[config.mk]
export PLATFORM = sky130hd
export DESIGN_NAME = mm4_datapath
export DESIGN_NICKNAME = d
export VERILOG_FILES = /design/src/hw/rtl/mm4_pkg.sv /design/src/hw/rtl/mm4_ram.sv /design/src/hw/rtl/mm4_datapath.sv
export SDC_FILE = /design/constraint.sdc
export NUM_CORES = 2
export LEC_CHECK = 0
export BUFFER_PORTS_ARGS = -buffer_cell sky130_fd_sc_hd__buf_2
export CAP_MARGIN = 10
export CORE_UTILIZATION = 50
export DETAILED_ROUTE_END_ITERATION = 8
export PLACE_DENSITY = 0.66
export REMOVE_ABC_BUFFERS = 1
export SLEW_MARGIN = 20
export SYNTH_ARGS = -nofsm -noshare
export SYNTH_HDL_FRONTEND = slang
export SYNTH_SLANG_ARGS = --single-unit
export TNS_END_PERCENT = 100
[constraint.sdc]
create_clock -name clk -period 8.32 [get_ports clk]
set_clock_uncertainty 0.1 [all_clocks]
set_input_delay 2.08 -clock clk [delete_from_list [all_inputs] [get_ports clk]]
set_output_delay 2.08 -clock clk [all_outputs]
set_load 0.01 [all_outputs]
[src/hw/rtl/mm4_pkg.sv]
// Shared constants and controller/datapath interface types for the 4x4 matrix multiplier.
package mm4_pkg;

  localparam int VALUE_WIDTH_DEFAULT = 32;
  localparam int FRAC_BITS = 16;
  localparam int DIM_BITS = 2;
  localparam int SLOT_BITS = 2 * DIM_BITS;
  localparam int SLOT_COUNT = 1 << SLOT_BITS;

  typedef struct packed {
    logic                 load;
    logic [SLOT_BITS-1:0] load_slot;
    logic                 issue;
    logic [SLOT_BITS-1:0] elem;
    logic [DIM_BITS-1:0]  k;
  } cmd_t;

  typedef struct packed {
    logic pipe_busy;
  } status_t;

endpackage

[src/hw/rtl/mm4_ram.sv]
// Generic single-write, single-read RAM with registered read data.
module mm4_ram #(
  parameter int WIDTH = 32,
  parameter int DEPTH = 16
) (
  input  logic                     clk,
  input  logic                     wr_en,
  input  logic [$clog2(DEPTH)-1:0] wr_addr,
  input  logic [WIDTH-1:0]         wr_data,
  input  logic                     rd_en,
  input  logic [$clog2(DEPTH)-1:0] rd_addr,
  output logic [WIDTH-1:0]         rd_data
);

  logic [WIDTH-1:0] mem [DEPTH];

  always_ff @(posedge clk) begin
    if (wr_en) begin
      mem[wr_addr] <= wr_data;
    end
    if (rd_en) begin
      rd_data <= mem[rd_addr];
    end
  end

endmodule

[src/hw/rtl/mm4_datapath.sv]
// Datapath: element stores, split multiplier, accumulator and saturating output stage.
module mm4_datapath #(
  parameter int VALUE_WIDTH = mm4_pkg::VALUE_WIDTH_DEFAULT
) (
  input  logic                          clk,
  input  logic                          rst,
  input  mm4_pkg::cmd_t                 cmd,
  output mm4_pkg::status_t              status,
  input  logic signed [VALUE_WIDTH-1:0] left_value,
  input  logic signed [VALUE_WIDTH-1:0] right_value,
  output logic                          result_valid,
  output logic signed [VALUE_WIDTH-1:0] product_value,
  output logic [mm4_pkg::SLOT_BITS-1:0] product_index,
  output logic                          last_of_run
);

  localparam int W = VALUE_WIDTH;
  localparam int H = (W + 1) / 2;
  localparam int HI_W = W - H;
  localparam int OP_W = H + 1;
  localparam int PP_W = 2 * OP_W;
  localparam int ACC_W = 2 * W + 2;
  localparam int TOP_W = ACC_W - mm4_pkg::FRAC_BITS - W + 1;
  localparam int SB = mm4_pkg::SLOT_BITS;
  localparam int DB = mm4_pkg::DIM_BITS;

  logic [W-1:0]  left_rd;
  logic [W-1:0]  right_rd;
  logic [SB-1:0] left_addr;
  logic [SB-1:0] right_addr;

  // Left is read at row*4+k, right at k*4+col.
  assign left_addr  = {cmd.elem[SB-1:DB], cmd.k};
  assign right_addr = {cmd.k, cmd.elem[DB-1:0]};

  mm4_ram #(.WIDTH(W), .DEPTH(mm4_pkg::SLOT_COUNT)) u_left_ram (
    .clk     (clk),
    .wr_en   (cmd.load),
    .wr_addr (cmd.load_slot),
    .wr_data (left_value),
    .rd_en   (cmd.issue),
    .rd_addr (left_addr),
    .rd_data (left_rd)
  );

  mm4_ram #(.WIDTH(W), .DEPTH(mm4_pkg::SLOT_COUNT)) u_right_ram (
    .clk     (clk),
    .wr_en   (cmd.load),
    .wr_addr (cmd.load_slot),
    .wr_data (right_value),
    .rd_en   (cmd.issue),
    .rd_addr (right_addr),
    .rd_data (right_rd)
  );

  // Pipeline tags that travel with the data.
  logic          s1v, s2v, s3v, s4v;
  logic          s1_first, s2_first, s3_first;
  logic          s1_last, s2_last, s3_last;
  logic [SB-1:0] s1_elem, s2_elem, s3_elem, s4_elem;

  // Each operand is split into an unsigned low half and a signed high half,
  // so every partial product is a signed multiply of at most OP_W bits.
  logic signed [OP_W-1:0] a_lo, a_hi, b_lo, b_hi;
  assign a_lo = $signed({1'b0, left_rd[H-1:0]});
  assign b_lo = $signed({1'b0, right_rd[H-1:0]});
  assign a_hi = $signed({{(OP_W - HI_W){left_rd[W-1]}}, left_rd[W-1:H]});
  assign b_hi = $signed({{(OP_W - HI_W){right_rd[W-1]}}, right_rd[W-1:H]});

  logic signed [PP_W-1:0]  pp_ll, pp_lh, pp_hl, pp_hh;
  logic signed [ACC_W-1:0] term;
  logic signed [ACC_W-1:0] acc;
  logic [TOP_W-1:0]        acc_top;
  logic                    in_range;

  assign acc_top  = acc[ACC_W-1:mm4_pkg::FRAC_BITS + W - 1];
  assign in_range = (&acc_top) || !(|acc_top);

  assign status.pipe_busy = s1v | s2v | s3v | s4v;

  always_ff @(posedge clk) begin
    if (rst) begin
      s1v <= 1'b0;
      s2v <= 1'b0;
      s3v <= 1'b0;
      s4v <= 1'b0;
      result_valid <= 1'b0;
    end else begin
      s1v <= cmd.issue;
      s2v <= s1v;
      s3v <= s2v;
      s4v <= s3v & s3_last;
      result_valid <= s4v;
    end
  end

  always_ff @(posedge clk) begin
    s1_first <= (cmd.k == '0);
    s1_last  <= (cmd.k == '1);
    s1_elem  <= cmd.elem;

    pp_ll    <= a_lo * b_lo;
    pp_lh    <= a_lo * b_hi;
    pp_hl    <= a_hi * b_lo;
    pp_hh    <= a_hi * b_hi;
    s2_first <= s1_first;
    s2_last  <= s1_last;
    s2_elem  <= s1_elem;

    term     <= ACC_W'(pp_ll)
              + ((ACC_W'(pp_lh) + ACC_W'(pp_hl)) <<< H)
              + (ACC_W'(pp_hh) <<< (2 * H));
    s3_first <= s2_first;
    s3_last  <= s2_last;
    s3_elem  <= s2_elem;

    if (s3v) begin
      acc <= s3_first ? term : acc + term;
    end
    s4_elem <= s3_elem;

    if (s4v) begin
      if (in_range) begin
        product_value <= acc[mm4_pkg::FRAC_BITS + W - 1:mm4_pkg::FRAC_BITS];
      end else if (acc[ACC_W-1]) begin
        product_value <= {1'b1, {(W - 1){1'b0}}};
      end else begin
        product_value <= {1'b0, {(W - 1){1'b1}}};
      end
      product_index <= s4_elem;
      last_of_run   <= (s4_elem == '1);
    end
  end

endmodule

==> reports/qor.csv <==
stage;metric;value;unit
grt;number of global-route vias before repair;58270;
setup_path;CP arrival;7.91;ns
clock_tree;post_cts resized;0;
setup_path;Crit path required time;8.89;ns
cells_and_area;NumNets Final;8753;
detailed_routing;DRT Pass-1 Iters;6;
clock_tree;cts-stage hold buffer count;0;
clock_tree;CTS tree;yes;
cells_and_area;synth-to-layout area growth;9.176;%
synthesis;post-synthesis sequential area ratio;0.4367;
cells_and_area;most frequent cells in the layout;edfxtp_1 (1,191), inv_1 (1,029), fa_1 (847);
setup_path;worst setup path start;u_left_ram.rd_data[8]$_DFFE_PP_;
floorplan;Row Count;157;
grt;initial antenna violation count;31;
floorplan;Core Area;0.1831;mm2
synthesis;Mapped Cells;7170;
timing;max frequency;136.4;MHz
floorplan;Die X;431.1;um
detailed_routing;final WL;215.4;mm
synthesis;Post-synth EDFFs;1191;
grt;largest net degree at the start of global routing;92;
timing;Fin Setup TNS;0;ns
clock_tree;CTS HTree Levels;4;
placed_design;Buffers on Ports;116;
detailed_routing;ANT nets after route;0;
setup_path;CP endpoint kind;register;
detailed_routing;Vias/cell;5.597;
timing;Worst Tran Pin Value;1.129;ns
placed_design;gp weighted congestion;0.8947;
timing;Final Critical Period;7.334;ns
flow_run;Max Cap Viol;0;
synthesis;synth warn;0;
timing;final hold violations;0;
grt;Tot GR Track Use;0.2374;
synthesis;post-synthesis cell type with the largest combined area;edfxtp_1;
setup_path;family with the most delay on the worst path;adder cells;
synthesis;Mean Syn Cell Area;12.84;um2
floorplan;Die H;431.1;um
setup_path;CP dominant cell by count;fa_1;
floorplan;die area;0.1859;mm2
setup_path;Critical Path Slowest Stage Cell;edfxtp_1;
synthesis;post-synth cell types;83;
setup_path;CP Max Fanout;21;
synthesis;number of synthesized register bits;1413;
placed_design;DPL Wire Length;146.9;mm
floorplan;# IOs;117;
synthesis;FFs w/ async S/R, synth;0;
detailed_routing;Via Count;55050;
timing;final setup fails;0;
timing;RSZ-0062 raised after global routing;no;
floorplan;Starting Density;0.5029;
grt;global-route congestion overflow total;0;
run_status;status;completed;
setup_path;r2r setup slk;0.99;ns
setup_path;CP max stage delay;0.95;ns
timing;fin crit share;0.8815;
clock_tree;Longest Clk Path Bufs;3;
timing;Slew headroom;0.2475;
grt;first-pass GRT wire length;337.1;mm
setup_path;worst r2r src;u_left_ram.rd_data[8]$_DFFE_PP_;
setup_path;critical path type;reg -> reg;
cells_and_area;most common cell after layout, fill and taps aside;edfxtp_1;
synthesis;share of the synthesized area in the top cell type;0.3884;
setup_path;worst-case reg-to-reg path depth;23;
clock_tree;Clock Sinks;1413;
detailed_routing;initial DRC count;4628;
setup_path;end of the critical path;pp_ll[31]$_DFF_P_;
detailed_routing;Routed wire per std cell;21.90;um
setup_path;r2r endpoint;pp_ll[31]$_DFF_P_;
setup_path;CP bufs+invs;4;
cells_and_area;layout cells sized above 1;0.1131;
detailed_routing;drc violations;0;
synthesis;Synth area leaders;edfxtp_1 (39%), fa_1 (18%), ha_1 (7.8%);
synthesis;Mapped Area;0.09207;mm2
timing;Final Slew Violations;0;
clock_tree;register clock-pin slew on the reported worst setup and hold paths;0.06;ns
clock_tree;TritonCTS Buffers;148;
synthesis;predominant post-synthesis flop cell;edfxtp_1;
clock_tree;Clk Tree Root Cell;clkbuf_16;
setup_path;worst-path cell chain;buf_4 > nand2_1 > fa_1 > inv_1 > fa_1 > fa_1 > fa_1 > fa_1 > inv_1 > fa_1 > inv_1 > ha_1 > a21o_1 > a21o_1 > a21o_1 > a21oi_1 > nor2b_1 > a311o_1 > a21boi_1 > nor2b_1 > o21a_1 > o41a_1 > xnor2_1;
setup_path;type of origin of the critical path;register;
clock_tree;Setup Fix Bufs, Post-CTS;0;
min_path;worst min-delay path class;reg -> reg;
setup_path;Crit. path cell count;23;
clock_tree;Skew-Pair Late Insertion Delay;0.81;ns
[cell type report]
class / count / area (um2)
antenna: 4 / 10.01
clock buffer: 183 / 3965
clock inverter: 82 / 744.5
fill: 15040 / 82560
inverter: 1030 / 3866
multi-input combinational: 4412 / 46920
sequential: 1413 / 40220
tap: 2464 / 3083
timing repair buffer: 247 / 1715
[sequential cells by signal (all words and copies together) (netlist names), 32 cells and up]
| name | flops |
|---|---|
| pp_lh | 33 |
| pp_ll | 32 |
| pp_hh | 32 |
| term | 65 |
| u_left_ram.rd_data | 32 |
| u_left_ram.mem | 512 |
| u_right_ram.rd_data | 32 |
| pp_hl | 33 |
| u_right_ram.mem | 512 |
| product_value | 32 |
| acc | 66 |
[worst min path at each step]
| stage | from | to | slack (ns) | depth (start not counted) |
|---|---|---|---|---|
| floorplan | s1_elem[0]$_DFF_P_ | s2_elem[0]$_DFF_P_ | 0.21 | 0 |
| global placement | s2_first$_DFF_P_ | s3_first$_DFF_P_ | 0.21 | 0 |
| detailed placement | pp_ll[0]$_DFF_P_ | term[0]$_DFF_P_ | 0.21 | 0 |
| CTS | pp_ll[13]$_DFF_P_ | term[13]$_DFF_P_ | 0.22 | 0 |
| global route | pp_ll[13]$_DFF_P_ | term[13]$_DFF_P_ | 0.23 | 0 |
| finish | pp_ll[13]$_DFF_P_ | term[13]$_DFF_P_ | 0.22 | 0 |
[cells by family (layout without fill, tap and decap cells)]
logic type | Yosys count | in the layout | share of synthesized area
adders and majority gates | 1423 | 1423 | 0.2624
muxes | 326 | 326 | 0.07897
AOI/OAI and AO/OA | 795 | 795 | 0.05650
other | 0 | 4 | 0
xor gates and xnor gates | 250 | 250 | 0.02378
and+or+nand+nor | 1618 | 1618 | 0.08662
buffers and inverters | 1345 | 1542 | 0.05501
DFF | 1413 | 1413 | 0.4367
[routing by layer]
metal  vias to the layer above  GRT usage  share of wire
met2                      1974     0.3878           0.47
li1                      24600          -              -
met1                     28050     0.3248           0.42
met5                         -          0         0.0010
met4                        34    0.06616          0.026
met3                       389    0.04556          0.077
[synth_stat cells, drive strengths merged, types with 41 or more instances]
library cell,number
nand2b,46
o21ai,158
nand2,649
nand4,41
mux4,320
a21o,184
ha,576
o21bai,49
edfxtp,1191
dfxtp,222
clkbuf,281
and2,500
xnor2,178
a21oi,214
nor3,41
xor2,72
nor2,203
fa,847
inv,1029
[per-stage QoR]
stage / utilization / hold slack, ns / std cells / instance area [um2] / setup slack, ns
finish: 0.5491 / 0.2197 / 9835 / 100500 / 0.9862
global route: 0.5490 / 0.2272 / 9833 / 100500 / 0.6349
CTS: 0.5487 / 0.2207 / 9828 / 100500 / 1.029
detailed placement: 0.5230 / 0.2121 / 9563 / 95750 / 1.061
global placement: 0.5228 / 0.2104 / 9561 / 95720 / 1.148
floorplan: - / 0.2096 / 6855 / 90880 / 0.7112
Power is not shown: default switching activity piles up to over one toggle a cycle in this logic, so the estimate is an artifact.
