`src/hw/rtl/mm4_pkg.sv`:
```
// Shared constants and controller/datapath interface types for the 4x4 matrix multiplier.
package mm4_pkg;

  localparam int VALUE_WIDTH_DEFAULT = 32;
  localparam int FRAC_BITS = 16;
  localparam int DIM_BITS = 2;
  localparam int SLOT_BITS = 2 * DIM_BITS;
  localparam int SLOT_COUNT = 1 << SLOT_BITS;

  typedef struct packed {
    logic                 load;
    logic [SLOT_BITS-1:0] load_slot;
    logic                 issue;
    logic [SLOT_BITS-1:0] elem;
    logic [DIM_BITS-1:0]  k;
  } cmd_t;

  typedef struct packed {
    logic pipe_busy;
  } status_t;

endpackage

```
`src/hw/rtl/mm4_ctrl.sv`:
```
// Controller state machine: load sequencing, term issue and pipeline drain.
module mm4_ctrl (
  input  logic             clk,
  input  logic             rst,
  input  logic             start,
  output logic             busy,
  output mm4_pkg::cmd_t    cmd,
  input  mm4_pkg::status_t status
);

  localparam logic [1:0] ST_LOAD    = 2'd0;
  localparam logic [1:0] ST_COMPUTE = 2'd1;
  localparam logic [1:0] ST_DRAIN   = 2'd2;
  localparam int STEP_BITS = mm4_pkg::SLOT_BITS + mm4_pkg::DIM_BITS;

  logic [1:0]                   state;
  logic [1:0]                   state_next;
  logic [mm4_pkg::SLOT_BITS-1:0] load_count;
  logic [mm4_pkg::SLOT_BITS-1:0] load_count_next;
  logic [STEP_BITS-1:0]         step;
  logic [STEP_BITS-1:0]         step_next;

  assign busy = (state != ST_LOAD);

  always_comb begin
    state_next = state;
    load_count_next = load_count;
    step_next = step;
    cmd.load = 1'b0;
    cmd.load_slot = load_count;
    cmd.issue = 1'b0;
    cmd.elem = step[STEP_BITS-1:mm4_pkg::DIM_BITS];
    cmd.k = step[mm4_pkg::DIM_BITS-1:0];
    case (state)
      ST_LOAD: begin
        if (start) begin
          cmd.load = 1'b1;
          load_count_next = load_count + 1'b1;
          if (load_count == '1) begin
            state_next = ST_COMPUTE;
            step_next = '0;
          end
        end
      end
      ST_COMPUTE: begin
        // One k term of one product element enters the datapath each cycle.
        cmd.issue = 1'b1;
        step_next = step + 1'b1;
        if (step == '1) begin
          state_next = ST_DRAIN;
        end
      end
      ST_DRAIN: begin
        if (!status.pipe_busy) begin
          state_next = ST_LOAD;
        end
      end
      default: begin
        state_next = ST_LOAD;
      end
    endcase
  end

  always_ff @(posedge clk) begin
    if (rst) begin
      state <= ST_LOAD;
      load_count <= '0;
      step <= '0;
    end else begin
      state <= state_next;
      load_count <= load_count_next;
      step <= step_next;
    end
  end

endmodule

```
`config.mk`:
```
export PLATFORM = sky130hd
export DESIGN_NAME = mm4_ctrl
export DESIGN_NICKNAME = d
export VERILOG_FILES = /design/src/hw/rtl/mm4_pkg.sv /design/src/hw/rtl/mm4_ctrl.sv
export SDC_FILE = /design/constraint.sdc
export NUM_CORES = 1
export LEC_CHECK = 0
export ABC_AREA = 1
export CAP_MARGIN = 20
export CORE_AREA = 10 10 47 49
export CTS_BUF_LIST = sky130_fd_sc_hd__clkbuf_16
export CTS_CLUSTER_DIAMETER = 60
export DETAILED_ROUTE_END_ITERATION = 12
export DIE_AREA = 0 0 57 59
export DONT_BUFFER_PORTS = 1
export PLACE_DENSITY = 0.68
export SYNTH_ARGS = -nofsm -noshare
export SYNTH_HDL_FRONTEND = slang
export SYNTH_SLANG_ARGS = --single-unit
```
`constraint.sdc`:
```
create_clock -name clk -period 1.1 [get_ports clk]
set_input_delay 0.165 -clock clk [delete_from_list [all_inputs] [get_ports clk]]
set_output_delay 0.165 -clock clk [all_outputs]
set_load 0.02 [all_outputs]
```
==> impl_metrics.py, run 1 <==
metrics = {
    "routing": {
        "drc": 0,
        "highest_layer": "met4",
        "finalWirelength_um": 1933,
        "drtIter0Drc": 10,
        "drt-met1-wl_um": 724,
        "drt_pass1_iterations": 4,
        "vias_per_cell": 5.046,
        "num_vias": 656,
        "wl_met2_um": 1012,
        "drt-wirelength-per-cell_um": 14.87,
        "antenna_left": 0,
        "wl_met3_um": 152,
    },
    "clock_network": {
        "clk_pin_slew_ns": 0.05,
        "clkLatencyLatePin_ns": 0.24,
        "htreeDepth": 1,
        "cts_buffers": 3,
        "cts_tree": "yes",
        "cts.sinks": 12,
        "cts_max_path_buffers": 2,
        "cts_root_buf": "clkbuf_16",
    },
    "synthesis": {
        "syn_nets": 92,
        "yosys.area.top_type": "dfxtp_1",
        "avgSynthCellArea_um2": 7.013,
        "synth_edf_count": 0,
        "netlist_top_cells_area": "dfxtp_1 40%, nand2_1 12%, nand3_1 8.3%",
        "yosys.area.top_type_share_pct": 39.83,
        "ys_ff_latch": 12,
        "synthFlopType": "dfxtp_1",
        "netlist_area_um2": 603.1,
        "async_reset_ff_share_pct": 0,
        "yosysMostFrequentCell": "nand2_1",
        "syn-instance-count": 86,
        "yosys_warnings": 0,
        "ys_types": 18,
        "ys_top_cells_by_count": "19 x nand2_1, 12 x dfxtp_1, 12 x inv_1, 10 x nand3_1, 9 x a21oi_1",
        "ys_seq_area_share_pct": 39.83,
    },
    "run_status": {
        "violations": "setup timing",
        "outcome": "finished, violations left",
    },
    "pwr": {
        "p_sw_mw": 0.2619,
        "p_clk_share_pct": 55.7,
        "power_leakage_nw": 0.4533,
        "seq_power_share_pct": 36.3,
        "cellPowerDensity_mw_per_mm2": 1172,
        "switching_share_pct": 21.41,
        "power_frac_comb_pct": 8.0,
        "ir_drop_mv": 0.9343,
        "p_int_mw": 0.9613,
    },
    "floorplan": {
        "die_w_um": 57,
        "die_area_mm2": 0.003363,
        "coreArea_mm2": 0.001401,
        "std_cell_rows": 14,
        "die_h_um": 59,
        "initial_core_util_pct": 43.04,
        "io_pins": 17,
    },
    "sta": {
        "relSlewSlack_pct": 71.97,
        "hold_viol_final": 0,
        "setup_viol_count_final": 9,
        "tightest_slew_ns": 0.4191,
        "layout_min_cycle_time_ns": 1.194,
        "timing.fmax_mhz": 837.8,
        "rsz0062_at_grt": "yes",
        "period_share_pct": 108.5,
        "tns_ns": -0.3106,
        "clock_skew_ns": 0.004493,
        "slew_viol_final": 0,
        "setup_slack_ns": -0.09355,
    },
    "layout": {
        "syn_to_final_growth_pct": 73.03,
        "drive_above_1_share_pct": 50.88,
        "fillCellCount": 112,
        "layout.nets": 121,
        "multi_input_area_um2": 405.4,
        "seq_area_um2": 262.8,
        "diodes": 0,
    },
    "place": {
        "gp_congestion": 0.7786,
        "dp.final_hpwl_um": 1219,
        "portBuffers": 0,
        "dpl_worst_slack_ns": -0.02961,
    },
    "run": {
        "maxCapViolCount": 0,
    },
    "critical_path": {
        "r2r_end": "state[0]",
        "r2r_setup_slack_ns": -0.08,
        "critPathCaptureType": "output pin",
        "rr_worst_depth": 7,
        "cp-start-kind": "flip-flop",
        "crit_slowest_cell": "dfxtp_2",
        "startpoint": "state[0]",
        "worstReg2RegStart": "state[0]",
        "worstPathRequired_ns": 0.94,
        "crit_fanout": 3,
        "worstSetupPathType": "flip-flop to output pin",
        "cp_num_buf_inv": 3,
        "critPathMaxStageDelay_ns": 0.34,
        "critical-path-top-delay-family": "flip-flops",
        "cp_cell_sequence": "nor2_4, buf_4, buf_6, inv_2",
        "cp.depth": 4,
        "worstPathArrival_ns": 1.03,
    },
    "worst_hold_path": {
        "hold_path_end": "load_count[3]",
        "whs_path_depth": 2,
        "hp-start": "rst",
        "hp-class": "input pin to flip-flop",
    },
    "global_routing": {
        "grt_pass1_wl_um": 2932,
        "grt_start_max_net_pins": 11,
        "overflow": 0,
        "grt_antenna_before_repair": 0,
        "grt_usage_pct": 11.08,
        "grt_pass1_vias": 685,
    },
}
## kinds of logic after synthesis
logic type                 after synthesis  synth area share [%]
buffers and inverters                   14                 9.335
adders and majority gates                2                 4.149
and+or+nand+nor                         43                 32.57
DFF                                     12                 39.83
AOI/OAI and AO/OA                       14                 12.66
xor gates and xnor gates                 1                 1.453
## worst reg2reg max path: stages, from the launching register on
cell     delay, ns
dfxtp_2       0.34
nor2_4        0.17
buf_6         0.14
nand2_4       0.06
nand2_2       0.06
inv_1         0.05
a31oi_1       0.16
nor2_1        0.06
## through the flow
| stage | instance area [µm²] | power [mW] | instances | hold WS, ns | util, % |
|---|---|---|---|---|---|
| 6_report | 1044 | 1.223 | 130 | 0.07236 | 74.46 |
| 3_5_place_dp | 805.8 | 0.5265 | 117 | 0.2280 | 57.50 |
| 5_1_grt | 1044 | 1.261 | 130 | 0.09899 | 74.46 |
| 3_3_place_gp | 805.8 | 0.5215 | 117 | 0.2263 | 57.50 |
| 2_1_floorplan | 656.9 | 0.4990 | 86 | 0.3160 | - |
| 4_1_cts | 991.0 | 1.220 | 129 | 0.07211 | 70.71 |
## cell usage in the layout, fill, tap and decap left out, drive strengths merged
cell and n:
clkinv 1, o21ai 2, dfxtp 12, o21a 1
or2 1, buf 25, xor2 1, nand4 3
nand3 10, dlygate4sd3 1, nand3b 1, clkbuf 3
a21oi 9, a31oi 1, nand2 19, o21bai 1
nor2 9, inv 12, ha 2
## how the worst max path moves through the flow
stage | to | slack, ns
floorplan | state[0] | 0.002
global placement | load_count[3] | -0.01
detailed placement | load_count[3] | -0.03
CTS | cmd[11] | -0.06
global route | state[0] | -0.14
finish | busy | -0.09
## registers in the layout (all words and copies together), names as in the netlist
| register | count |
|---|---|
| step | 6 |
| state | 2 |
| load_count | 4 |
## metal layers
metal	track usage, %	up-vias
met4	7.383	0
met1	8.926	295
li1	-	340
met5	0	-
met3	5.794	6
met2	20.47	15
## power by group through the flow
stage	registers, mW	clock network, mW	logic [mW]
after floorplan	0.467	0	0.0320
after global placement	0.454	0	0.0674
after detailed placement	0.455	0	0.0717
after CTS	0.444	0.686	0.0896
after global routing	0.445	0.708	0.108
final	0.444	0.681	0.0978
## layout make-up
| class | instances | area share [%] |
|---|---|---|
| timing repair buffer | 26 | 21.94 |
| tap | 16 | 1.918 |
| inverter | 12 | 4.556 |
| sequential | 12 | 25.18 |
| clock inverter | 1 | 0.3597 |
| clock buffer | 3 | 7.194 |
| multi-input combinational | 60 | 38.85 |
## timing repair
item,in CTS,in global routing
endpoints found under the setup margin,6,14
setup buffers,7,1
hold endpoints to repair,10,0
hold buffers,1,0
resized for setup,16,12
pin swaps,3,3
(Power assumes the default switching activity.)
==> inputs of run 2 (changes only) <==
--- a/config.mk
+++ b/config.mk
@@ -6,14 +6,15 @@
 export NUM_CORES = 1
 export LEC_CHECK = 0
 export ABC_AREA = 1
+export BUFFER_PORTS_ARGS = -buffer_cell sky130_fd_sc_hd__buf_2
 export CAP_MARGIN = 20
-export CORE_AREA = 10 10 47 49
+export CORE_MARGIN = 10
+export CORE_UTILIZATION = 43
 export CTS_BUF_LIST = sky130_fd_sc_hd__clkbuf_16
 export CTS_CLUSTER_DIAMETER = 60
 export DETAILED_ROUTE_END_ITERATION = 12
-export DIE_AREA = 0 0 57 59
-export DONT_BUFFER_PORTS = 1
-export PLACE_DENSITY = 0.68
+export PLACE_DENSITY = 0.77
+export SKIP_CTS_REPAIR_TIMING = 1
 export SYNTH_ARGS = -nofsm -noshare
 export SYNTH_HDL_FRONTEND = slang
 export SYNTH_SLANG_ARGS = --single-unit
==> impl_metrics.py, run 2 (synthesized netlist as in run 1, its figures left out) <==
metrics = {
    "run_status": {
        "outcome": "finished, violations left",
        "violations": "setup timing",
    },
    "worst_hold_path": {
        "hp-class": "input pin to flip-flop",
    },
    "place": {
        "gp_congestion": 0.7761,
        "dp.final_hpwl_um": 1216,
        "portBuffers": 16,
        "dpl_worst_slack_ns": -0.09693,
    },
    "sta": {
        "setup_slack_ns": -0.1144,
        "timing.fmax_mhz": 823.5,
        "clock_skew_ns": 0.001039,
        "hold_viol_final": 0,
        "setup_viol_count_final": 12,
        "hold_ws_ns": 0.2461,
        "relSlewSlack_pct": 82.13,
        "period_share_pct": 110.4,
        "rsz0062_at_grt": "yes",
        "slew_viol_final": 0,
        "tightest_slew_ns": 0.2680,
        "tns_ns": -0.6385,
        "layout_min_cycle_time_ns": 1.214,
    },
    "floorplan": {
        "coreArea_mm2": 0.001318,
        "initial_core_util_pct": 45.77,
        "die_area_mm2": 0.003301,
        "std_cell_rows": 13,
        "io_pins": 17,
        "die_w_um": 57.45,
        "die_h_um": 57.45,
    },
    "pwr": {
        "ir_drop_mv": 1.143,
        "cellPowerDensity_mw_per_mm2": 1153,
        "power_leakage_nw": 0.4954,
        "power_frac_comb_pct": 8.5,
        "seq_power_share_pct": 36.5,
        "p_int_mw": 0.9583,
        "p_clk_share_pct": 55.0,
        "p_sw_mw": 0.2502,
        "switching_share_pct": 20.70,
    },
    "layout": {
        "regMostFlops": "step",
        "multi_input_area_um2": 390.4,
        "diodes": 0,
        "finish.utilization_pct": 79.58,
        "final_common_cell": "buf_4",
        "seq_area_um2": 265.3,
        "largest_reg_flops": 6,
        "drive_above_1_share_pct": 52.85,
        "final_cell_mix": "18 x buf_4, 16 x nand2_1, 13 x buf_2, 10 x inv_1, 8 x nand3_1",
        "top_regs": "step x6, load_count x4, state x2",
        "layout.nets": 130,
        "fillCellCount": 81,
        "syn_to_final_growth_pct": 73.86,
    },
    "global_routing": {
        "grt_pass1_wl_um": 2891,
        "grt_usage_pct": 10.69,
        "grt_antenna_before_repair": 0,
        "overflow": 0,
        "grt_pass1_vias": 715,
        "grt_start_max_net_pins": 13,
    },
    "critical_path": {
        "cp-start-kind": "flip-flop",
        "worstPathArrival_ns": 1.05,
        "critPathMaxStageDelay_ns": 0.35,
        "crit_slowest_cell": "dfxtp_4",
        "crit_fanout": 5,
        "worstSetupPathType": "flip-flop to output pin",
        "worstPathRequired_ns": 0.94,
        "critPathCaptureType": "output pin",
        "cp_cell_sequence": "nor2_4, nand2_4, inv_4, buf_6",
    },
    "clock_network": {
        "htreeDepth": 1,
        "cts_max_path_buffers": 2,
        "cts_tree": "yes",
        "clk_pin_slew_ns": 0.04,
        "cts.sinks": 12,
        "cts_buffers": 3,
        "clkLatencyLatePin_ns": 0.24,
        "cts_root_buf": "clkbuf_16",
    },
    "routing": {
        "antenna_left": 0,
        "drt-wirelength-per-cell_um": 15.83,
        "num_vias": 743,
        "drt_pass1_iterations": 4,
        "drc": 0,
        "drtIter0Drc": 21,
        "vias_per_cell": 5.384,
        "finalWirelength_um": 2185,
    },
    "run": {
        "maxCapViolCount": 0,
    },
}
run 2: cell types whose count changed in the layout (fill, tap and decap cells not counted), sizes merged:
cell	previous run	this run
inv	12	13
buf	25	35
clkinv	1	0
dlygate4sd3	1	0
run 2: area by class of cell:
cell class | instances | share of cell area [%]
multi-input cells | 60 | 37.23
repair buffers | 35 | 23.39
clock buffers | 3 | 7.160
well taps | 15 | 1.790
clock inverters | 1 | 0.3580
flip-flops and latches | 12 | 25.30
inverters | 12 | 4.773
run 2: worst paths after layout:
kind | start | endpoint | slack [ns] | cells past startpoint
min reg2reg | step[5] | step[5] | 0.51 | 2
max | state[1] | cmd[11] | -0.11 | 4
min | status | state[1] | 0.25 | 3
max reg2reg | state[1] | step[3] | -0.09 | 6
run 2: stage by stage:
stage	instance area [µm²]	power, mW	instances
6_report	1049	1.209	138
5_1_grt	1049	1.246	138
4_1_cts	898.4	1.193	129
3_5_place_dp	819.5	0.5332	125
3_3_place_gp	819.5	0.5325	125
2_1_floorplan	656.9	0.4990	86
run 2: routing by layer:
layer | vias up | routed length [µm] | GRT usage [%]
li1 | 356 | - | -
met1 | 355 | 858 | 11.37
met2 | 23 | 1134 | 17.94
met3 | 9 | 120 | 3.540
met4 | 0 | 72 | 6.040
met5 | - | 0 | 0
run 2: critical path: cells and delay by family, from the launching register on:
family	cells	cell delay, ns
DFF	1	0.35
and+or+nand+nor	2	0.28
buffers and inverters	2	0.18
run 2: power groups by stage:
stage          Sequential (mW)  Clock (mW)  Combinational (mW)
4_1_cts                  0.447       0.667              0.0796
5_1_grt                  0.442       0.690               0.113
6_report                 0.442       0.664               0.103
3_5_place_dp             0.454           0              0.0791
3_3_place_gp             0.454           0              0.0787
2_1_floorplan            0.467           0              0.0320
